`config.mk`:
```
export PLATFORM = sky130hd
export DESIGN_NAME = rcoc_cell_alu
export DESIGN_NICKNAME = d
export VERILOG_FILES = /design/src/design/rcoc_pkg.sv /design/src/design/rcoc_cell_alu.sv
export SDC_FILE = /design/constraint.sdc
export NUM_CORES = 1
export LEC_CHECK = 0
export BUFFER_PORTS_ARGS = -buffer_cell sky130_fd_sc_hd__buf_2
export CORE_AREA = 2 2 67 69
export CTS_CLUSTER_DIAMETER = 40
export CTS_CLUSTER_SIZE = 12
export DETAILED_ROUTE_END_ITERATION = 10
export DIE_AREA = 0 0 69 71
export GPL_ROUTABILITY_DRIVEN = 0
export PLACE_DENSITY = 0.66
export SKIP_LAST_GASP = 1
export SLEW_MARGIN = 20
export SYNTH_ARGS = -nofsm -noshare
export SYNTH_HDL_FRONTEND = slang
export SYNTH_SLANG_ARGS = --single-unit
export TNS_END_PERCENT = 5
```
`constraint.sdc`:
```
create_clock -name clk_i -period 1.9 [get_ports clk_i]
set_clock_uncertainty 0.2 [all_clocks]
set_input_delay 0.38 -clock clk_i [delete_from_list [all_inputs] [get_ports clk_i]]
set_output_delay 0.38 -clock clk_i [all_outputs]
set_load 0.02 [all_outputs]
```
`src/design/rcoc_pkg.sv`:
```
// shared types, constants and grid geometry for the rectangle coverage overlap counter
// no dependencies; imported by every module of the block
`default_nettype none

package rcoc_pkg;

  // grid geometry
  localparam int GRID_WIDTH  = 1024;
  localparam int GRID_HEIGHT = 1024;
  localparam int CELL_COUNT  = GRID_WIDTH * GRID_HEIGHT;
  localparam int ADDR_W      = $clog2(CELL_COUNT);

  // transaction field widths
  localparam int OP_W    = 2;
  localparam int POS_W   = 10;
  localparam int SPAN_W  = 11;
  localparam int TOTAL_W = 21;
  localparam int COVER_W = 2;

  // column / row counters must hold the exclusive end (up to start + span or the grid size)
  localparam int XE_W = ($clog2(GRID_WIDTH + 1) > 12) ? $clog2(GRID_WIDTH + 1) : 12;
  localparam int YE_W = ($clog2(GRID_HEIGHT + 1) > 12) ? $clog2(GRID_HEIGHT + 1) : 12;

  // coverage counter levels
  localparam logic [COVER_W-1:0] COVER_ONE  = COVER_W'(1);
  localparam logic [COVER_W-1:0] COVER_FULL = COVER_W'(2);

  typedef enum logic [OP_W-1:0] {
    OP_PAINT = 2'd0,
    OP_CHECK = 2'd1,
    OP_CLEAR = 2'd2,
    OP_NOP   = 2'd3
  } opcode_e;

  typedef enum logic [2:0] {
    ST_IDLE,
    ST_CLEAR,
    ST_WALK,
    ST_DRAIN,
    ST_DONE
  } state_e;

  // per-cycle control from the sequencer to the cell unit
  typedef struct packed {
    logic              look;   // read data for a walked cell arrives this cycle
    logic              paint;  // walk is a paint, otherwise a check
    logic [ADDR_W-1:0] addr;   // address of the cell whose data arrives
    logic              zero;   // clear the overlap count
    logic              arm;    // start of a check: assume isolated
  } step_t;

  // result qualifiers from the sequencer
  typedef struct packed {
    logic valid;
    logic check;
    logic clipped;
  } res_t;

endpackage

`default_nettype wire

```
`src/design/rcoc_cell_alu.sv`:
```
// shared cell unit: saturating coverage increment, overlap count and isolation flag
// depends on rcoc_pkg for step_t and widths
`default_nettype none

module rcoc_cell_alu (
  input  logic                              clk_i,
  input  logic                              rst_ni,
  input  rcoc_pkg::step_t                   step_i,
  input  logic [rcoc_pkg::COVER_W-1:0]      rdata_i,
  output logic                              we_o,
  output logic [rcoc_pkg::ADDR_W-1:0]       waddr_o,
  output logic [rcoc_pkg::COVER_W-1:0]      wdata_o,
  output logic [rcoc_pkg::TOTAL_W-1:0]      total_o,
  output logic                              iso_o
);
  import rcoc_pkg::*;

  logic [TOTAL_W-1:0] total_q, total_d;
  logic               iso_q, iso_d;
  logic               below;
  logic               bump;

  // cell update and count
  always_comb begin
    below   = rdata_i < COVER_FULL;
    we_o    = step_i.look & step_i.paint & below;
    waddr_o = step_i.addr;
    wdata_o = rdata_i + COVER_W'(1);
    bump    = we_o && (rdata_i == COVER_ONE) && (total_q != {TOTAL_W{1'b1}});

    total_d = total_q;
    if (step_i.zero) begin
      total_d = '0;
    end else if (bump) begin
      total_d = total_q + TOTAL_W'(1);
    end

    iso_d = iso_q;
    if (step_i.arm) begin
      iso_d = 1'b1;
    end else if (step_i.look && !step_i.paint && !below) begin
      iso_d = 1'b0;
    end
  end

  // overlap count register
  always_ff @(posedge clk_i or negedge rst_ni) begin
    if (!rst_ni) begin
      total_q <= '0;
    end else begin
      total_q <= total_d;
    end
  end

  // isolation flag
  always_ff @(posedge clk_i) begin
    iso_q <= iso_d;
  end

  assign total_o = total_q;
  assign iso_o   = iso_q;

endmodule

`default_nettype wire

```
[After elaboration in Yosys (flattened, before gate mapping)]
Cells that the tools add are included.
Word-level totals
  register bits after elaboration: 22
  latch bits: 0
  memory bits (writable): 0
  bits in read-only memories: 0
  word-level logic and storage cells: 18
  memories: 0
Cells by class
  add/sub/neg operators: 2
  multipliers: 0
  divide/modulo/power cells: 0
  order comparisons: 1
  equal/unequal tests: 2
  shifts and indexed selects: 0
  multiplexer cells: 2
  bitwise gates (word level): 2
  reduce and logical (&&, ||, !) cells: 7
Operators with widths (count)
  21-bit 2-to-1 mux: 2
  21-bit by 1-bit adder with 21-bit output, second input constant: 1
  21-bit != test, second input constant: 1
  1-bit logical AND: 4
  2-bit by 1-bit adder with 2-bit output, second input constant: 1
  1-bit bitwise AND: 2
  2-bit by 1-bit == test with 1-bit output, second input constant: 1
  1-bit zero test: 2
  2-bit less-than comparator, second input constant: 1
  2-bit nonzero test: 1

[Logic depth before layout (Yosys ltp)]
  depth in word-level cells: 6
  depth in mapped cells: 7
  mapped depth without buffers: 6

[Least setup slack after synthesis]
Ideal clock, no wire load.
  path kind: register -> register
  start point: register total_q[3], in the netlist total_o[3]
  end point: register total_q[19], in the netlist total_o[19]
  library setup time: 0.128 ns
  arrival time: 1.705 ns
  data required time: 1.572 ns
  setup slack: -0.133 ns
  cell stages (with the launch flop): 7
  path buffers: 2
  cells stage by stage: dfrtp_1 and4_1 buf_4 and4_4 buf_6 a211oi_1 mux2_1
On the way
  cells in the longest elaborated chain, start to end: 3
RTL lines
  from (decl): RTL line rcoc_cell_alu.sv:18  | logic [TOTAL_W-1:0] total_q, total_d;
  from (signal assigned): RTL line rcoc_cell_alu.sv:51  | total_q <= total_d;
  21-bit by 1-bit adder with 21-bit output / 21-bit != test (equally long branches): RTL line rcoc_cell_alu.sv:35, rcoc_cell_alu.sv:29
  21-bit 2-to-1 mux / 1-bit logical AND (equally long branches): RTL line rcoc_cell_alu.sv:34, rcoc_cell_alu.sv:29
  21-bit 2-to-1 mux / 2-bit nonzero test (equally long branches)
Parallel ways exist; a longest one is shown, timed or not. The select of a mux whose other input is x is not followed.
A chain may end at the register's enable or synchronous reset.

[Worst setup path in the final report]
  start point: register total_q[0], in the netlist total_o[0]
  end point: register total_q[15], in the netlist total_o[15]
Same word-level chain as after synthesis.

==> out/metrics.csv <==
metric;value;unit
EDFF count, synth;0;
post-synthesis instance total;173;
clock slew at reported path FFs;0.08;ns
largest family of logic cells by synthesized area;simple AND/OR/NAND/NOR gates;
number of buffers added on ports;32;
share of cells above drive strength 1;0.514;
TritonRoute pass-1 iters;4;
max_slew headroom;0.650;
via count;1393;
Via density;5.28;
Top Ports;73;
maxcap violations;0;
required time of the critical path;1.89;ns
DP Area;0.00186;mm²
row count;24;
total die area;0.00490;mm²
CP arrival;1.84;ns
Non-Filler Instances;264;
Worst Tran Pin Value;0.523;ns
area delta synth->final;29.4;%
simple-gate share of the synthesized area;0.300;
post-synthesis mux area share;0.106;
Final period util;0.971;
Post-Synth XOR/XNOR Area;0.00554;
count leader, synth;buf_4;
Worst VDD drop;0.000183;V
number of global-route vias before repair;1364;
initial antenna violation count;0;
CTS Buf Count;3;
Clock Tree Buf Depth;2;
final setup fails;0;
commonest cells in the netlist;buf_4, dfrtp_1, nor2_1, nor2b_1, mux2_2;
LEAKAGE;0.960;nW
H-tree depth;1;
global-route wire length before repair;6110;µm
initial core utilization;0.376;
fin. max-slew vios;0;
Pwr Density;435;mW/mm²
area fraction in compound gates after synthesis;0.0903;
Worst setup SP type;register;
flops & latches, synth;22;
post-synthesis sequential area ratio;0.345;
DRT antenna net count;0;
GRT Total Usage;0.152;
DRT met1 WL;1660;µm
Fin. Hold Viols;0;
DRC violations left;0;
top_reg_cell synth;dfrtp_1;
worst hold-check path type;primary input to register;
ys async rst share;0.955;
Synth Area per Inst;9.13;µm²
Worst Path Max Fanout;6;
clock latency on the worst-skew pair;0.27;ns
CP Capture Type;register;
Yosys cell types;40;
Post-Synth Adder-Cell Area;0.0158;
dominant cells by area after synthesis;dfrtp_1, buf_4, mux2_2;
status;finished, final reports clean;
met2 routed WL;1810;µm
Synth top area share;0.333;
CORE AREA;0.00420;mm²
Max Freq;0.542;GHz
Die Y;71;µm
CTS sink cnt;22;
YS warnings;0;
unrepaired setup endpoints after global routing;true;
chip width;69;µm
final WL;3720;µm
drt wl/cell;14.1;µm
CTS tree;done;
grt total ovfl;0;
DPL Wire Length;2560;µm
ANT cells;0;
Final nets;243;
Root Buffer Master;clkbuf_8;
Cells after DPL;257;
Final min period;1.85;ns
Worst Setup Path Type;register to register;
Top Metal Used;met4;
largest net degree at the start of global routing;22;
initial DRC count;62;
synthesized area;0.00158;mm²
syn nets;203;
metal3 WL;208;µm
cell taking the most area after synthesis;dfrtp_1;
design area;0.00204;mm²
==> critical path, stage by stage (launching register included) <==
cell and delay (ns):
dfrtp_1 0.38, ha_1 0.21, nand2_1 0.16, nor3_2 0.12
or4_1 0.52, a21oi_1 0.17
==> state kept, by name, summed over array words and instances (netlist names) <==
signal   count
iso_o        1
total_o     21
==> worst paths after layout <==
| check | from | to | slack, ns | cells after the start |
|---|---|---|---|---|
| min in group asynchronous | rst_ni | total_o[8] | 0.41 | 2 |
| min | step_i[0] | iso_o | 0.07 | 2 |
| max in group asynchronous | rst_ni | total_o[6] | 0.73 | 2 |
| max | total_o[0] | total_o[15] | 0.05 | 5 |
| max reg2reg | total_o[0] | total_o[15] | 0.05 | 5 |
| min reg2reg | iso_o | iso_o | 0.25 | 1 |
==> logic make-up (layout without fill, tap and decap cells) <==
kind of cell | Yosys count | count (layout)
DFF | 22 | 22
buffers and inverters | 33 | 71
and+or+nand+nor | 79 | 80
muxes | 15 | 15
xor gates and xnor gates | 1 | 1
AOI/OAI and AO/OA | 21 | 21
adders and majority gates | 2 | 2
==> per-layer routing <==
| metal | track usage | up-vias |
|---|---|---|
| met2 | 0.239 | 39 |
| met5 | 0 | - |
| li1 | - | 676 |
| met3 | 0.0313 | 5 |
| met4 | 0.0675 | 0 |
| met1 | 0.202 | 673 |
==> per-stage QoR <==
step | TNS [ns] | utilization | setup slack [ns] | hold WS, ns | power (W)
floorplan | -0.135 | - | -0.0321 | -0.116 | 0.000574
global placement | -2.88 | 0.441 | -0.247 | 0.171 | 0.000545
detailed placement | -3.16 | 0.441 | -0.280 | 0.172 | 0.000546
CTS | -0.115 | 0.458 | -0.0423 | 0.0740 | 0.000894
global route | -0.0895 | 0.486 | -0.0353 | 0.0733 | 0.000923
finish | 0 | 0.486 | 0.0545 | 0.0721 | 0.000889
==> cells in the final DEF (no fill, tap or decap), types with 6 or more instances in the layout <==
cell type  Yosys  layout
a21oi_1       11      10
buf_2          2      31
buf_4         22      27
dfrtp_1       21      18
mux2_2        13      10
nand2_1        9       8
nand4_1        6       6
nor2_1        16      16
nor2b_1       14      14
==> report_power, final <==
part | internal, W | switching [W] | leakage (nW)
clock | 0.000185 | 0.000160 | 0.0288
combinational | 0.0000300 | 0.0000433 | 0.635
sequential | 0.000469 | 0.000000716 | 0.297
total | 0.000684 | 0.000204 | 0.960
==> cell type report <==
type	count	area [µm²]
tap	52	65.1
fill	412	2160
timing repair buffer	64	433
multi-input combinational	119	931
sequential	22	549
inverter	3	11.3
clock buffer	4	55.1
==> repair_timing <==
action                     in CTS  in global routing
hold buffers                    1                  0
hold endpoints to repair       21                  0
setup endpoints to repair      13                 19
resized for setup               1                 23
gates cloned                    0                  1
pin swaps                       0                  4
buffers inserted                0                  1
Note: power is estimated with default switching activity, not from simulation.
