--- src/design/rcoc_pkg.sv ---
// shared types, constants and grid geometry for the rectangle coverage overlap counter
// no dependencies; imported by every module of the block
`default_nettype none

package rcoc_pkg;

  // grid geometry
  localparam int GRID_WIDTH  = 1024;
  localparam int GRID_HEIGHT = 1024;
  localparam int CELL_COUNT  = GRID_WIDTH * GRID_HEIGHT;
  localparam int ADDR_W      = $clog2(CELL_COUNT);

  // transaction field widths
  localparam int OP_W    = 2;
  localparam int POS_W   = 10;
  localparam int SPAN_W  = 11;
  localparam int TOTAL_W = 21;
  localparam int COVER_W = 2;

  // column / row counters must hold the exclusive end (up to start + span or the grid size)
  localparam int XE_W = ($clog2(GRID_WIDTH + 1) > 12) ? $clog2(GRID_WIDTH + 1) : 12;
  localparam int YE_W = ($clog2(GRID_HEIGHT + 1) > 12) ? $clog2(GRID_HEIGHT + 1) : 12;

  // coverage counter levels
  localparam logic [COVER_W-1:0] COVER_ONE  = COVER_W'(1);
  localparam logic [COVER_W-1:0] COVER_FULL = COVER_W'(2);

  typedef enum logic [OP_W-1:0] {
    OP_PAINT = 2'd0,
    OP_CHECK = 2'd1,
    OP_CLEAR = 2'd2,
    OP_NOP   = 2'd3
  } opcode_e;

  typedef enum logic [2:0] {
    ST_IDLE,
    ST_CLEAR,
    ST_WALK,
    ST_DRAIN,
    ST_DONE
  } state_e;

  // per-cycle control from the sequencer to the cell unit
  typedef struct packed {
    logic              look;   // read data for a walked cell arrives this cycle
    logic              paint;  // walk is a paint, otherwise a check
    logic [ADDR_W-1:0] addr;   // address of the cell whose data arrives
    logic              zero;   // clear the overlap count
    logic              arm;    // start of a check: assume isolated
  } step_t;

  // result qualifiers from the sequencer
  typedef struct packed {
    logic valid;
    logic check;
    logic clipped;
  } res_t;

endpackage

`default_nettype wire

--- src/design/rcoc_seq.sv ---
// sequencer: clipping, cell address walk, clearing sweep and result timing
// depends on rcoc_pkg for state_e, opcode_e, step_t, res_t and geometry
`default_nettype none

module rcoc_seq (
  input  logic                              clk_i,
  input  logic                              rst_ni,
  input  logic                              start,
  output logic                              busy,
  input  logic [rcoc_pkg::OP_W-1:0]         opcode_i,
  input  logic [rcoc_pkg::POS_W-1:0]        left_i,
  input  logic [rcoc_pkg::POS_W-1:0]        top_i,
  input  logic [rcoc_pkg::SPAN_W-1:0]       width_i,
  input  logic [rcoc_pkg::SPAN_W-1:0]       height_i,
  output logic                              ram_re_o,
  output logic [rcoc_pkg::ADDR_W-1:0]       ram_raddr_o,
  output logic                              sweep_we_o,
  output logic [rcoc_pkg::ADDR_W-1:0]       sweep_addr_o,
  output rcoc_pkg::step_t                   step_o,
  output rcoc_pkg::res_t                    res_o
);
  import rcoc_pkg::*;

  state_e            state_q, state_d;
  logic              report_q, report_d;
  logic [ADDR_W-1:0] addr_q, addr_d;
  logic              look_q, look_d;
  logic [ADDR_W-1:0] look_addr_q;
  logic              paint_q, paint_d;
  logic              check_q, check_d;
  logic              clipped_q, clipped_d;
  logic [XE_W-1:0]   x0_q, x0_d, x1_q, x1_d, x_q, x_d;
  logic [YE_W-1:0]   y1_q, y1_d, y_q, y_d;
  logic [ADDR_W-1:0] row_q, row_d;

  logic [XE_W-1:0]   x_sum, x_end, x_start;
  logic [YE_W-1:0]   y_sum, y_end, y_start;
  logic              clip_x, clip_y, nonempty;
  logic [ADDR_W-1:0] base;

  // clip the incoming rectangle against the grid
  always_comb begin
    x_start = XE_W'(left_i);
    y_start = YE_W'(top_i);
    x_sum   = x_start + XE_W'(width_i);
    y_sum   = y_start + YE_W'(height_i);
    clip_x  = x_sum > XE_W'(GRID_WIDTH);
    clip_y  = y_sum > YE_W'(GRID_HEIGHT);
    x_end   = clip_x ? XE_W'(GRID_WIDTH) : x_sum;
    y_end   = clip_y ? YE_W'(GRID_HEIGHT) : y_sum;
    if (x_start > x_end) begin
      x_end = x_start;
    end
    if (y_start > y_end) begin
      y_end = y_start;
    end
    nonempty = (x_start < x_end) && (y_start < y_end);
    base     = ADDR_W'(top_i) * ADDR_W'(GRID_WIDTH) + ADDR_W'(left_i);
  end

  // next state and outputs
  always_comb begin
    state_d   = state_q;
    report_d  = report_q;
    addr_d    = addr_q;
    paint_d   = paint_q;
    check_d   = check_q;
    clipped_d = clipped_q;
    x0_d      = x0_q;
    x1_d      = x1_q;
    y1_d      = y1_q;
    x_d       = x_q;
    y_d       = y_q;
    row_d     = row_q;

    busy        = state_q != ST_IDLE;
    ram_re_o    = 1'b0;
    sweep_we_o  = 1'b0;
    step_o.zero = 1'b0;
    step_o.arm  = 1'b0;
    res_o.valid = 1'b0;

    case (state_q)
      ST_IDLE: begin
        if (start) begin
          case (opcode_e'(opcode_i))
            OP_PAINT, OP_CHECK: begin
              paint_d    = opcode_e'(opcode_i) == OP_PAINT;
              check_d    = opcode_e'(opcode_i) == OP_CHECK;
              step_o.arm = opcode_e'(opcode_i) == OP_CHECK;
              clipped_d  = clip_x | clip_y;
              x0_d       = x_start;
              x1_d       = x_end;
              y1_d       = y_end;
              x_d        = x_start;
              y_d        = y_start;
              row_d      = base;
              addr_d     = base;
              state_d    = nonempty ? ST_WALK : ST_DONE;
            end
            OP_CLEAR: begin
              step_o.zero = 1'b1;
              report_d    = 1'b1;
              addr_d      = '0;
              check_d     = 1'b0;
              clipped_d   = 1'b0;
              state_d     = ST_CLEAR;
            end
            default: begin
              check_d   = 1'b0;
              clipped_d = 1'b0;
              state_d   = ST_DONE;
            end
          endcase
        end
      end
      ST_CLEAR: begin
        // one cell zeroed per cycle
        sweep_we_o = 1'b1;
        addr_d     = addr_q + ADDR_W'(1);
        if (addr_q == ADDR_W'(CELL_COUNT - 1)) begin
          state_d = report_q ? ST_DONE : ST_IDLE;
        end
      end
      ST_WALK: begin
        // row-major walk, one cell read per cycle
        ram_re_o = 1'b1;
        if ((x_q + XE_W'(1)) == x1_q) begin
          if ((y_q + YE_W'(1)) == y1_q) begin
            state_d = ST_DRAIN;
          end else begin
            y_d    = y_q + YE_W'(1);
            x_d    = x0_q;
            row_d  = row_q + ADDR_W'(GRID_WIDTH);
            addr_d = row_q + ADDR_W'(GRID_WIDTH);
          end
        end else begin
          x_d    = x_q + XE_W'(1);
          addr_d = addr_q + ADDR_W'(1);
        end
      end
      ST_DRAIN: begin
        state_d = ST_DONE;
      end
      ST_DONE: begin
        res_o.valid = 1'b1;
        report_d    = 1'b0;
        state_d     = ST_IDLE;
      end
      default: begin
        state_d = ST_IDLE;
      end
    endcase

    look_d        = state_q == ST_WALK;
    ram_raddr_o   = addr_q;
    sweep_addr_o  = addr_q;
    step_o.look   = look_q;
    step_o.paint  = paint_q;
    step_o.addr   = look_addr_q;
    res_o.check   = check_q;
    res_o.clipped = clipped_q;
  end

  // control registers; reset starts the clearing sweep
  always_ff @(posedge clk_i or negedge rst_ni) begin
    if (!rst_ni) begin
      state_q  <= ST_CLEAR;
      report_q <= 1'b0;
      addr_q   <= '0;
      look_q   <= 1'b0;
    end else begin
      state_q  <= state_d;
      report_q <= report_d;
      addr_q   <= addr_d;
      look_q   <= look_d;
    end
  end

  // walk bounds and result qualifiers
  always_ff @(posedge clk_i) begin
    look_addr_q <= addr_q;
    paint_q     <= paint_d;
    check_q     <= check_d;
    clipped_q   <= clipped_d;
    x0_q        <= x0_d;
    x1_q        <= x1_d;
    y1_q        <= y1_d;
    x_q         <= x_d;
    y_q         <= y_d;
    row_q       <= row_d;
  end

endmodule

`default_nettype wire

--- config.mk ---
export PLATFORM = sky130hd
export DESIGN_NAME = rcoc_seq
export DESIGN_NICKNAME = d
export VERILOG_FILES = /design/src/design/rcoc_pkg.sv /design/src/design/rcoc_seq.sv
export SDC_FILE = /design/constraint.sdc
export NUM_CORES = 1
export LEC_CHECK = 0
export ABC_AREA = 1
export BUFFER_PORTS_ARGS = -buffer_cell sky130_fd_sc_hd__clkbuf_2
export CAP_MARGIN = 10
export CORE_MARGIN = 2
export CORE_UTILIZATION = 59
export CTS_CLUSTER_SIZE = 28
export DETAILED_ROUTE_END_ITERATION = 6
export GPL_TIMING_DRIVEN = 0
export PLACE_DENSITY_LB_ADDON = 0.1
export SETUP_SLACK_MARGIN = 0.4
export SYNTH_ARGS = -nofsm -noshare
export SYNTH_HDL_FRONTEND = slang
export SYNTH_SLANG_ARGS = --single-unit
export TNS_END_PERCENT = 50
--- constraint.sdc ---
create_clock -name clk_i -period 4 [get_ports clk_i]
set_clock_uncertainty 0.1 [all_clocks]
set_input_delay 1.2 -clock clk_i [delete_from_list [all_inputs] [get_ports clk_i]]
set_output_delay 1.2 -clock clk_i [all_outputs]
set_load 0.05 [all_outputs]
# [Word level (Yosys, flattened, before mapping)]
# Index checks and enable logic that the tools add are counted.
[classes] add_sub_neg=7 order_cmp=6 n_eq_ne=18 n_mux=41 bitwise_logic=1 reduce_logical=15
[op_table] op="$mux W12" n=12
[op_table] op="$mux W20" n=6
[op_table] op="$pmux W20 S2" n=2
[op_table] op="$pmux W20 S3" n=1
[op_table] op="$pmux W12 S2" n=2
[op_table] op="$add A10 B11 Y12" n=2
[op_table] op="$add A12 B1 Y12 const B" n=2
[op_table] op="$eq A12 B12 Y1" n=2
[op_table] op="$gt A10 B12 Y1" n=2
[op_table] op="$gt A12 B11 Y1 const B" n=2
[op_table] op="$lt A10 B12 Y1" n=2
[op_table] op="$add A20 B1 Y20 const B" n=1
[op_table] op="$add A20 B10 Y20" n=1
[op_table] op="$add A20 B11 Y20 const B" n=1
[op_table] op="$eq A20 B20 Y1 const B" n=1
[op_table] op="$mux W3" n=6
[op_table] op="$pmux W3 S4" n=1
[op_table] op="$reduce_and A4 Y1" n=3
[op_table] op="$ne A2 B1 Y1 const B" n=4
[op_table] op="$mux W1" n=7
[op_table] op="$eq A3 B2 Y1 const B" n=2
[op_table] op="$ne A2 B2 Y1 const B" n=3
[op_table] op="$pmux W3 S2" n=1
[op_table] op="$reduce_and A3 Y1" n=2
[op_table] op="17 further kinds" n=20
[totals] reg_bits=126 inputBits=47 out_inout_bits=70 wordCells=102

# [Depth between registers and ports, before layout]
# Gate-level depths: netlist (run 1).
[logic_depth] depth_word=11 ltp_mapped=38 mapped_depth_nobuf=36

# [Least setup slack after synthesis (run 1)]
# No wires, ideal clock.
[synth_timing] path_kind="input port to flip-flop" startpoint="input top_i[0] (netlist name)" endpoint="register state_q[2]" setup_time_ps=118 arrival_time_ps=5375 t_required_ps=3782 setup_slack_ps=-1593 stages=34 path_buffers=1 cell_sequence="ha_1 > inv_1 > fa_1 > inv_1 > nand3_1 > nand2_1 > nand2_1 > nand2_1 > nand2_1 > nor2_1 > nand2_1 > nor2_1 > nand3_1 > nand2_4 > inv_1 > or2_2 > ha_1 > nand4_1 > nor2_1 > inv_1 > nor3_1 > nand2_1 > nand2_1 > nand2_1 > buf_2 > or2_2 > o21ai_0 > ha_1 > a21oi_1 > o21ai_0 > nor4_1 > nand3_1 > a21oi_1 > nor2_1"
[synth_via] elab_chain_cells=11
[synth_lines] element="start: declaration" line="rcoc_seq.sv:12" text="input logic [rcoc_pkg::POS_W-1:0] top_i,"
[synth_lines] element="$add A10 B11 Y12" line="rcoc_seq.sv:46" text="y_sum = y_start + YE_W'(height_i);"
[synth_lines] element="$gt A12 B11 Y1" line="rcoc_seq.sv:48" text="clip_y = y_sum > YE_W'(GRID_HEIGHT);"
[synth_lines] element="$mux W12" line="rcoc_seq.sv:50" text="y_end = clip_y ? YE_W'(GRID_HEIGHT) : y_sum;"
[synth_lines] element="$gt A10 B12 Y1" line="rcoc_seq.sv:54" text="if (y_start > y_end) begin"
[synth_lines] element="$mux W12" line="rcoc_seq.sv:54"
[synth_lines] element="$lt A10 B12 Y1 (*)" line="rcoc_seq.sv:57" text="nonempty = (x_start < x_end) && (y_start < y_end);"
[synth_lines] element="$logic_and A1 B1 Y1 (*)" line="rcoc_seq.sv:57"
[synth_lines] element="$mux W3 (*)" line="rcoc_seq.sv:99" text="state_d = nonempty ? ST_WALK : ST_DONE;"
[synth_lines] element="$pmux W3 S2 (*)" line="rcoc_seq.sv:86" text="case (opcode_e'(opcode_i))"
[synth_lines] element="$mux W3 (*)" line="rcoc_seq.sv:85" text="if (start) begin"
[synth_lines] element="$pmux W3 S4 (*)" line="rcoc_seq.sv:83" text="case (state_q)"
[synth_lines] element="end signal: assignment" line="rcoc_seq.sv:173" text="state_q <= state_d;"
[synth_lines] element="end: declaration" line="rcoc_seq.sv:24" text="state_e state_q, state_d;"
# Every way passes the cells marked *; elsewhere a longest branch is shown, timed or not. The select of a mux whose other input is x is not followed.
# A chain may end at the register's enable or synchronous reset.

# [Worst setup path after layout (run 1)]
# Same ends and word-level chain as after synthesis.

==> results of run 1 <==
-- where the power goes --
| group | internal [W] | switching, W | leakage (nW) |
|---|---|---|---|
| combinational | 0.000504 | 0.000644 | 3.97 |
| clock | 0.00103 | 0.000546 | 0.285 |
| sequential | 0.00140 | 0.000000168 | 1.17 |
| total | 0.00294 | 0.00119 | 5.43 |
-- critical path, delay by kind of cell --
family / cells / cell delay, ps
buffers and inverters: 7 / 680
adders and majority gates: 4 / 960
and+or+nand+nor: 21 / 2230
AOI/OAI and AO/OA: 6 / 880
-- synth_stat cells (2+ instances only) --
cell,n
a21oi_1,35
a31oi_1,3
buf_2,8
buf_4,25
clkbuf_1,9
clkinv_1,5
dfrtp_1,24
dfxtp_1,20
edfxtp_1,81
fa_1,2
ha_1,60
inv_1,163
inv_2,5
nand2_1,278
nand2_2,2
nand3_1,98
nand3b_1,9
nand4_1,18
nor2_1,105
nor2_2,5
nor3_1,14
nor3_2,3
nor4_1,3
o211ai_1,7
o21ai_0,53
o21ai_1,35
o221ai_1,4
o22ai_1,7
or2_2,12
xnor2_1,16
xor2_1,26
-- kinds of logic after synthesis --
family / Yosys count
simple gates: 557
xor+xnor: 43
fa+ha+maj: 62
other cells: 1
buf+inv: 216
compound gates: 153
flops: 126
-- worst paths after layout --
kind                       slack (ps)  depth (start not counted)         endpoint
max                             -1750                         38       state_q[2]
min                               310                          0  look_addr_q[19]
max reg2reg                       770                         14       state_q[2]
min reg2reg                       310                          0  look_addr_q[19]
max in group asynchronous        2620                          1  ram_raddr_o[11]
min in group asynchronous         720                          1         report_q
-- registers in the layout, summed over array words and instances (netlist names), 3 cells and up --
name,flops
y1_q,12
look_addr_q,20
x_q,12
y_q,12
row_q,20
ram_raddr_o,20
x1_q,12
x0_q,10
state_q,3
-- layer usage --
metal / track usage / share of wire
met1: 0.346 / 0.39
met2: 0.487 / 0.48
met3: 0.0498 / 0.086
met4: 0.118 / 0.039
met5: 0 / 0
-- timing repair --
item	4_1_cts	5_1_grt
setup buffers	27	19
hold buffers	0	0
setup endpoints to repair	26	50
gates cloned	2	0
hold endpoints to repair	0	0
resized for setup	82	117
pin swaps	34	63
-- per-stage QoR --
stage	instances	utilization	hold WS [ps]	setup TNS (ps)	setup slack (ps)
floorplan	1159	-	370	-9250	-1470
global placement	1459	0.673	303	-37770	-2120
detailed placement	1460	0.675	310	-24490	-2270
CTS	1521	0.756	321	-10300	-1380
finish	1540	0.802	314	-14480	-1750
global route	1540	0.802	343	-18060	-1890
-- final cells by class --
cell class / instances / area (um2)
Multi-Input combinational cell: 818 / 5370
Sequential cell: 126 / 3460
Fill cell: 910 / 2890
Timing Repair Buffer: 164 / 1080
Inverter: 173 / 652
Clock buffer: 20 / 437
Buffer: 43 / 297
Tap cell: 184 / 230
Clock inverter: 12 / 169
==> impl_metrics.env, run 1 <==
export IMPL_synth_simple_area_share=0.277
export IMPL_synth_edf_count=81
export IMPL_io_pins=117
export IMPL_synth_area_leaders="edfxtp_1 (27%), nand2_1 (12%), ha_1 (8.5%)"
export IMPL_slew_viol_final=0
export IMPL_fmax_mhz=174
export IMPL_routed_via_density=5.65
export IMPL_cpPeakStageDelay_ps=350
export IMPL_vias=8708
export IMPL_wire_per_inst_um=16.3
export IMPL_setup_ws_ps=-1750
export IMPL_finalCritPeriodShare=1.44
export IMPL_grt_pass1_wl_um=36300
export IMPL_cts_buffers=17
export IMPL_power_density_nw_per_um2=353
export IMPL_clockRootBuffer="clkbuf_16"
export IMPL_grt_usage=0.281
export IMPL_synth_top_area_share=0.275
export IMPL_fp_coreArea_um2=14600
export IMPL_globalplace_congestion=0.899
export IMPL_p_leak_nw=5.43
export IMPL_worstSetupPathType="primary input to flip-flop"
export IMPL_arrival_ps=5960
export IMPL_grt_pass1_vias=7962
export IMPL_synthArstFlopShare=0.198
export IMPL_drt_wl_total_um=25100
export IMPL_fin_area_um2=11700
export IMPL_synth_top_cell_by_area="edfxtp_1"
export IMPL_hold_start="ram_raddr_o[19]"
export IMPL_dieArea_um2=16000
export IMPL_ant_nets=0
export IMPL_layout_common_cells="nand2_1 (251), inv_1 (151), clkbuf_2 (98)"
export IMPL_muxShareOfSynthArea=0
export IMPL_startpoint="top_i[0]"
export IMPL_ys_seq_area_frac=0.391
export IMPL_synth_xor_area_frac=0.0434
export IMPL_hp_class="flip-flop to flip-flop"
export IMPL_ir_worst_vdd_uv=270
export IMPL_synth_area_per_cell_um2=7.65
export IMPL_violations="negative setup slack"
export IMPL_finalPower_w=0.00413
export IMPL_start_kind="primary input"
export IMPL_synth_cell_area_um2=8850
export IMPL_cts_tree="done"
export IMPL_crit_top_cell="nand2_1"
export IMPL_synth_top_family_by_area="simple AND/OR/NAND/NOR gates"
export IMPL_drive_above_1_share=0.295
export IMPL_std_cell_rows=44
export IMPL_drc_errors=0
export IMPL_clock_path_buffers=2
export IMPL_synth_seq_cells=126
export IMPL_start_util=0.607
export IMPL_nNetsFinal=1452
export IMPL_die_w_um=127
export IMPL_first_pass_iters=6
export IMPL_maxCapViolCount=0
export IMPL_hpwl_um=16400
export IMPL_regToRegStartpoint="x_q[0]"
export IMPL_first_iter_violations=726
export IMPL_netlist_instances=1158
export IMPL_h_tree_depth=4
export IMPL_post_route_min_period_ps=5750
export IMPL_synthAdderAreaFrac=0.0893
export IMPL_numPortBuffers=116
export IMPL_cp_max_fo=7
export IMPL_clock_latency_ps=420
export IMPL_die_h_um=127
export IMPL_worst_pin_slew_ps=916
export IMPL_final_common_cell="nand2_1"
export IMPL_cp_slowest_cell="fa_2"
export IMPL_synth_distinct_cells=54
export IMPL_area_delta_synth_final_pct=32.1
export IMPL_dpl_instance_area_um2=9850
export IMPL_antennaDiodeCount=0
export IMPL_grt_max_degree=36
export IMPL_grt_overflow=0
export IMPL_path_clk_slew_ps=60
export IMPL_grt_antenna_before_repair=0
export IMPL_max_slew_margin=0.388
export IMPL_setup_viol=22
export IMPL_clock_sinks=126
export IMPL_synth_compound_area_frac=0.0948
export IMPL_yosys_warnings=0
export IMPL_final_hold_violation_count=0
export IMPL_status="complete, but fails checks"
export IMPL_crit_required_ps=4210
export IMPL_rsz0062_at_grt="true"
export IMPL_endpoint_kind="flip-flop"
export IMPL_ys_flop_type="edfxtp_1"
Note: power is estimated with default switching activity, not from simulation.
==> run 2, diff against run 1 <==
--- a/config.mk
+++ b/config.mk
@@ -7,8 +7,8 @@
 export LEC_CHECK = 0
 export ABC_AREA = 1
 export BUFFER_PORTS_ARGS = -buffer_cell sky130_fd_sc_hd__clkbuf_2
-export CAP_MARGIN = 10
-export CORE_MARGIN = 2
+export CAP_MARGIN = 20
+export CORE_MARGIN = 3
 export CORE_UTILIZATION = 59
 export CTS_CLUSTER_SIZE = 28
 export DETAILED_ROUTE_END_ITERATION = 6
==> run 2 against run 1 <==
The run still ends with negative setup slack left. Combinational power about the same. Sequential share of layout area about the same. Non-clock buffer count increased by 15. Via count decreased by 0.26%. Worst hold slack improved by 15 ps. Worst setup slack improved by 35 ps. Clock power decreased by 7%. Count of clock-buffer cells in the layout increased by 8. First-iteration DRC count increased by 13%. Register-to-register slack got worse by 70 ps. Die area increased by 3.2%. Global-route usage about the same.
==> impl_metrics.env, run 2 (synthesis results as in run 1) <==
export IMPL_globalplace_congestion=0.884
export IMPL_vias=8685
export IMPL_worst_pin_slew_ps=929
export IMPL_status="complete, but fails checks"
export IMPL_power_density_nw_per_um2=345
export IMPL_clockRootBuffer="clkbuf_16"
export IMPL_grt_max_degree=36
export IMPL_whs_endpoint="look_addr_q[19]"
export IMPL_wire_per_inst_um=15.9
export IMPL_fmax_mhz=175
export IMPL_cp_max_fo=6
export IMPL_drt_wl_total_um=24700
export IMPL_hold_start="ram_raddr_o[19]"
export IMPL_cts_buffers=17
export IMPL_die_w_um=129
export IMPL_drc_errors=0
export IMPL_clock_sinks=126
export IMPL_std_cell_rows=44
export IMPL_dieArea_um2=16500
export IMPL_setup_ws_ps=-1720
export IMPL_path_clk_slew_ps=50
export IMPL_area_delta_synth_final_pct=32.0
export IMPL_fillers=950
export IMPL_fp_coreArea_um2=14600
export IMPL_place_inst=1460
export IMPL_startpoint="top_i[0]"
export IMPL_first_pass_iters=5
export IMPL_p_leak_nw=5.49
export IMPL_numPortBuffers=116
export IMPL_ant_nets=0
export IMPL_clock_latency_ps=420
export IMPL_hold_depth=0
export IMPL_nNetsFinal=1467
export IMPL_crit_top_cell="nand2_1"
export IMPL_cpLargestDelayFamily="simple AND/OR/NAND/NOR gates"
export IMPL_drive_above_1_share=0.303
export IMPL_io_pins=117
export IMPL_layout_common_cells="nand2_1 (253), inv_1 (149), clkbuf_2 (98)"
export IMPL_max_slew_margin=0.379
export IMPL_first_iter_violations=822
export IMPL_utilization=0.801
export IMPL_path_buf_inv=7
export IMPL_grt_usage=0.281
export IMPL_cp_slowest_cell="fa_2"
export IMPL_clock_path_buffers=2
export IMPL_worstSetupPathType="primary input to flip-flop"
export IMPL_routed_via_density=5.59
export IMPL_start_kind="primary input"
export IMPL_finalCritPeriodShare=1.43
export IMPL_die_h_um=129
export IMPL_layout_cells_non_filler=1555
export IMPL_final_common_cell="nand2_1"
export IMPL_antennaDiodeCount=0
export IMPL_rsz0062_at_grt="true"
export IMPL_regToRegStartpoint="x_q[0]"
export IMPL_ir_worst_vdd_uv=285
export IMPL_finalPower_w=0.00403
export IMPL_maxCapViolCount=0
export IMPL_grt_pass1_vias=8173
export IMPL_crit_required_ps=4250
export IMPL_cts_tree="done"
export IMPL_endpoint_kind="flip-flop"
export IMPL_grt_antenna_before_repair=0
export IMPL_post_route_min_period_ps=5720
export IMPL_hpwl_um=16400
export IMPL_setup_viol=22
export IMPL_grt_overflow=0
export IMPL_cpPeakStageDelay_ps=530
export IMPL_timing_rr_end="row_q[10]"
export IMPL_arrival_ps=5970
export IMPL_h_tree_depth=4
export IMPL_start_util=0.607
export IMPL_grt_pass1_wl_um=37500
export IMPL_violations="negative setup slack"
export IMPL_worstRegToRegCells=13
export IMPL_hp_class="flip-flop to flip-flop"
export IMPL_slew_viol_final=0
export IMPL_final_hold_violation_count=0
export IMPL_r2r_slack_ps=700
## run 2: worst max path at each step
| stage | end | slack (ps) | depth (start not counted) |
|---|---|---|---|
| after CTS | state_q[2] | -1300 | 32 |
| after detailed placement | state_q[2] | -2210 | 38 |
| after global placement | state_q[2] | -2130 | 38 |
| after floorplan | state_q[2] | -1470 | 34 |
| final | state_q[1] | -1720 | 36 |
| after global routing | state_q[1] | -1850 | 33 |
## run 2: per-layer routing
layer | part of all wire | vias to the layer above | track usage
met3 | 0.071 | 82 | 0.0486
met2 | 0.48 | 421 | 0.492
met4 | 0.037 | 0 | 0.106
met1 | 0.41 | 3966 | 0.349
li1 | - | 4216 | -
met5 | 0 | - | 0
## run 2: what timing repair did
item	4_1_cts	5_1_grt
buffers inserted	52	9
hold buffers	0	0
setup endpoints to repair	26	37
hold endpoints to repair	0	0
gates cloned	1	0
pin swaps	53	24
gates resized for setup	97	85
## run 2: cell type report
type,instances,area [um2],share of cell area
plain buffers,43,303,0.0259
clock buffers,28,559,0.0478
clock inverters,4,21.3,0.00182
inverters,173,652,0.0558
multi-input cells,818,5270,0.451
flip-flops and latches,126,3460,0.296
well taps,184,230,0.0197
repair buffers,179,1190,0.102
## run 2: stage by stage
| stage | area, um2 | setup slack (ps) | TNS [ps] | hold slack [ps] |
|---|---|---|---|---|
| after floorplan | 9010 | -1470 | -9250 | 370 |
| after global placement | 9820 | -2130 | -36960 | 305 |
| after detailed placement | 9850 | -2210 | -23830 | 314 |
| after CTS | 11300 | -1300 | -9090 | 329 |
| after global routing | 11700 | -1850 | -17960 | 343 |
| final | 11700 | -1720 | -14010 | 330 |
## run 2: power by group
group | total, W | leakage [nW] | switching (W) | internal (W)
sequential | 0.00140 | 1.17 | 0.000000162 | 0.00140
clock | 0.00147 | 0.291 | 0.000528 | 0.000947
combinational | 0.00116 | 4.02 | 0.000634 | 0.000522
total | 0.00403 | 5.49 | 0.00116 | 0.00287
==> run 3, diff against run 2 <==
--- a/config.mk
+++ b/config.mk
@@ -5,7 +5,6 @@
 export SDC_FILE = /design/constraint.sdc
 export NUM_CORES = 1
 export LEC_CHECK = 0
-export ABC_AREA = 1
 export BUFFER_PORTS_ARGS = -buffer_cell sky130_fd_sc_hd__clkbuf_2
 export CAP_MARGIN = 20
 export CORE_MARGIN = 3
==> run 3 against run 2 <==
The flow still finishes with violations (negative setup slack). Cell area up 3.2%. First-iteration DRC count up 13%. Core utilization up 2.3 points. Final cell count down 12%. Flip-flop and latch count unchanged. Sequential power up 54%. Register-to-register slack worse by 280 ps. Non-clock buffer count up 39. Highest routed layer unchanged.
==> impl_metrics.env, run 3 <==
export IMPL_fp_coreArea_um2=14600
export IMPL_power_density_nw_per_um2=687
export IMPL_p_leak_nw=5.06
export IMPL_final_hold_violation_count=0
export IMPL_antennaDiodeCount=0
export IMPL_synth_area_per_cell_um2=9.36
export IMPL_area_delta_synth_final_pct=35.7
export IMPL_fmax_mhz=146
export IMPL_synth_top_area_share=0.274
export IMPL_ys_flop_type="edfxtp_1"
export IMPL_synth_edf_count=81
export IMPL_endpoint_kind="flip-flop"
export IMPL_cts_buffers=17
export IMPL_arrival_ps=7080
export IMPL_worstSetupPathType="primary input to flip-flop"
export IMPL_grt_pass1_wl_um=40900
export IMPL_synth_seq_cells=126
export IMPL_layout_common_cells="clkbuf_2 (106), buf_4 (97), edfxtp_1 (81)"
export IMPL_hp_class="flip-flop to flip-flop"
export IMPL_drc_errors=0
export IMPL_first_pass_iters=6
export IMPL_crit_required_ps=4220
export IMPL_grt_antenna_before_repair=0
export IMPL_first_iter_violations=925
export IMPL_routed_via_density=6.61
export IMPL_pre_cts_slack_ps=-3020
export IMPL_grt_usage=0.312
export IMPL_std_cell_rows=44
export IMPL_vias=9062
export IMPL_cp_max_fo=5
export IMPL_slew_viol_final=0
export IMPL_io_pins=117
export IMPL_drt_wl_total_um=30500
export IMPL_synth_cell_area_um2=8890
export IMPL_worst_pin_slew_ps=1040
export IMPL_setup_tns_ps=-34590
export IMPL_start_util=0.607
export IMPL_maxCapViolCount=0
export IMPL_start_kind="primary input"
export IMPL_clockRootBuffer="clkbuf_16"
export IMPL_setup_ws_ps=-2860
export IMPL_cts_tree="done"
export IMPL_setup_viol=22
export IMPL_clock_latency_ps=430
export IMPL_synth_distinct_cells=74
export IMPL_synth_area_leaders="edfxtp_1 (27%), ha_1 (8.4%), dfrtp_1 (6.8%)"
export IMPL_ant_nets=0
export IMPL_die_h_um=129
export IMPL_clock_path_buffers=2
export IMPL_die_w_um=129
export IMPL_final_common_cell="clkbuf_2"
export IMPL_hpwl_um=16400
export IMPL_drive_above_1_share=0.347
export IMPL_h_tree_depth=4
export IMPL_wire_per_inst_um=22.3
export IMPL_grt_max_degree=36
export IMPL_ir_worst_vdd_uv=431
export IMPL_violations="negative setup slack"
export IMPL_globalplace_congestion=0.917
export IMPL_synth_top_cell_by_area="edfxtp_1"
export IMPL_finalCritPeriodShare=1.71
export IMPL_ys_seq_area_frac=0.389
export IMPL_synth_common_cells="nor2_1 (86), edfxtp_1 (81), nand2_1 (73)"
export IMPL_max_slew_margin=0.303
export IMPL_netlist_instances=950
export IMPL_holdWs_ps=349
export IMPL_post_route_min_period_ps=6860
export IMPL_nNetsFinal=1282
export IMPL_dieArea_um2=16600
export IMPL_cp_slowest_cell="a221oi_4"
export IMPL_numPortBuffers=116
export IMPL_grt_pass1_vias=8117
export IMPL_cpPeakStageDelay_ps=400
export IMPL_synthArstFlopShare=0.198
export IMPL_yosysMostFrequentCell="nor2_1"
export IMPL_path_clk_slew_ps=70
export IMPL_grt_overflow=0
export IMPL_clock_sinks=126
export IMPL_rsz0062_at_grt="true"
export IMPL_finalPower_w=0.00829
export IMPL_status="complete, but fails checks"
export IMPL_yosys_warnings=0
export IMPL_utilization=0.824
export IMPL_cts_hold_buf=0
## run 3: changes by cell type after synthesis, sizes merged, moves of 17 or more
cell   before  now
nor2b       0   18
o21ai      89   45
a21o        1   18
nand3      99   26
nand2     281   73
a21oi      35   56
mux2i       0   18
nor2      112   86
inv       168   58
## run 3: metal layers
| layer | up-vias | GRT usage | wire [um] |
|---|---|---|---|
| met3 | 190 | 0.0535 | 3250 |
| met5 | - | 0 | 0 |
| met2 | 770 | 0.504 | 14200 |
| met4 | 0 | 0.145 | 1700 |
| met1 | 4160 | 0.410 | 11400 |
| li1 | 3942 | - | - |
## run 3: cells by family after synthesis
family / Yosys count / share of synthesized area
adders and majority gates: 62 / 0.0889
buffers and inverters: 119 / 0.0642
muxes: 30 / 0.0355
AOI/OAI and AO/OA: 240 / 0.181
other: 1 / 0.000422
xor gates and xnor gates: 62 / 0.0706
and+or+nand+nor: 310 / 0.170
DFF: 126 / 0.389
## run 3: timing repair
| action | in CTS | in global routing |
|---|---|---|
| pin swaps | 71 | 57 |
| cloned | 4 | 0 |
| setup endpoints to repair | 58 | 83 |
| buffers inserted | 57 | 26 |
| resized for setup | 121 | 70 |
## run 3: power breakdown
group | switching [W] | internal [W]
Sequential | 0.000303 | 0.00185
Combinational | 0.00294 | 0.00156
Clock | 0.000580 | 0.00106
Total | 0.00383 | 0.00447
## run 3: critical path, delay by kind of cell
family / cells / cell delay [ps]
compound gates: 13 / 3110
simple gates: 7 / 1140
fa+ha+maj: 4 / 860
buf+inv: 5 / 590
xor+xnor: 1 / 200
## run 3: area by class of cell
cell class / instances / area, um2
well taps: 184 / 230
repair buffers: 201 / 1440
multi-input cells: 708 / 5690
clock inverters: 11 / 165
plain buffers: 60 / 404
fillers: 783 / 2580
flip-flops and latches: 126 / 3460
clock buffers: 21 / 450
inverters: 59 / 229
## run 3: worst paths after layout
| kind | start | end | slack [ps] | cells after the start |
|---|---|---|---|---|
| worst min-delay path | ram_raddr_o[19] | look_addr_q[19] | 350 | 0 |
| worst max register to register | x_q[0] | x_q[6] | 420 | 10 |
| worst max-delay path | height_i[0] | state_q[1] | -2860 | 30 |
| worst min register to register | ram_raddr_o[19] | look_addr_q[19] | 350 | 0 |
| min in group asynchronous | rst_ni | state_q[1] | 700 | 1 |
| max in group asynchronous | rst_ni | ram_raddr_o[19] | 2660 | 1 |
## run 3: metrics by stage
stage	area, um2	cells
final	12100	1370
after global routing	12100	1370
after floorplan	9030	951
after detailed placement	9850	1251
after global placement	9840	1251
after CTS	11600	1344
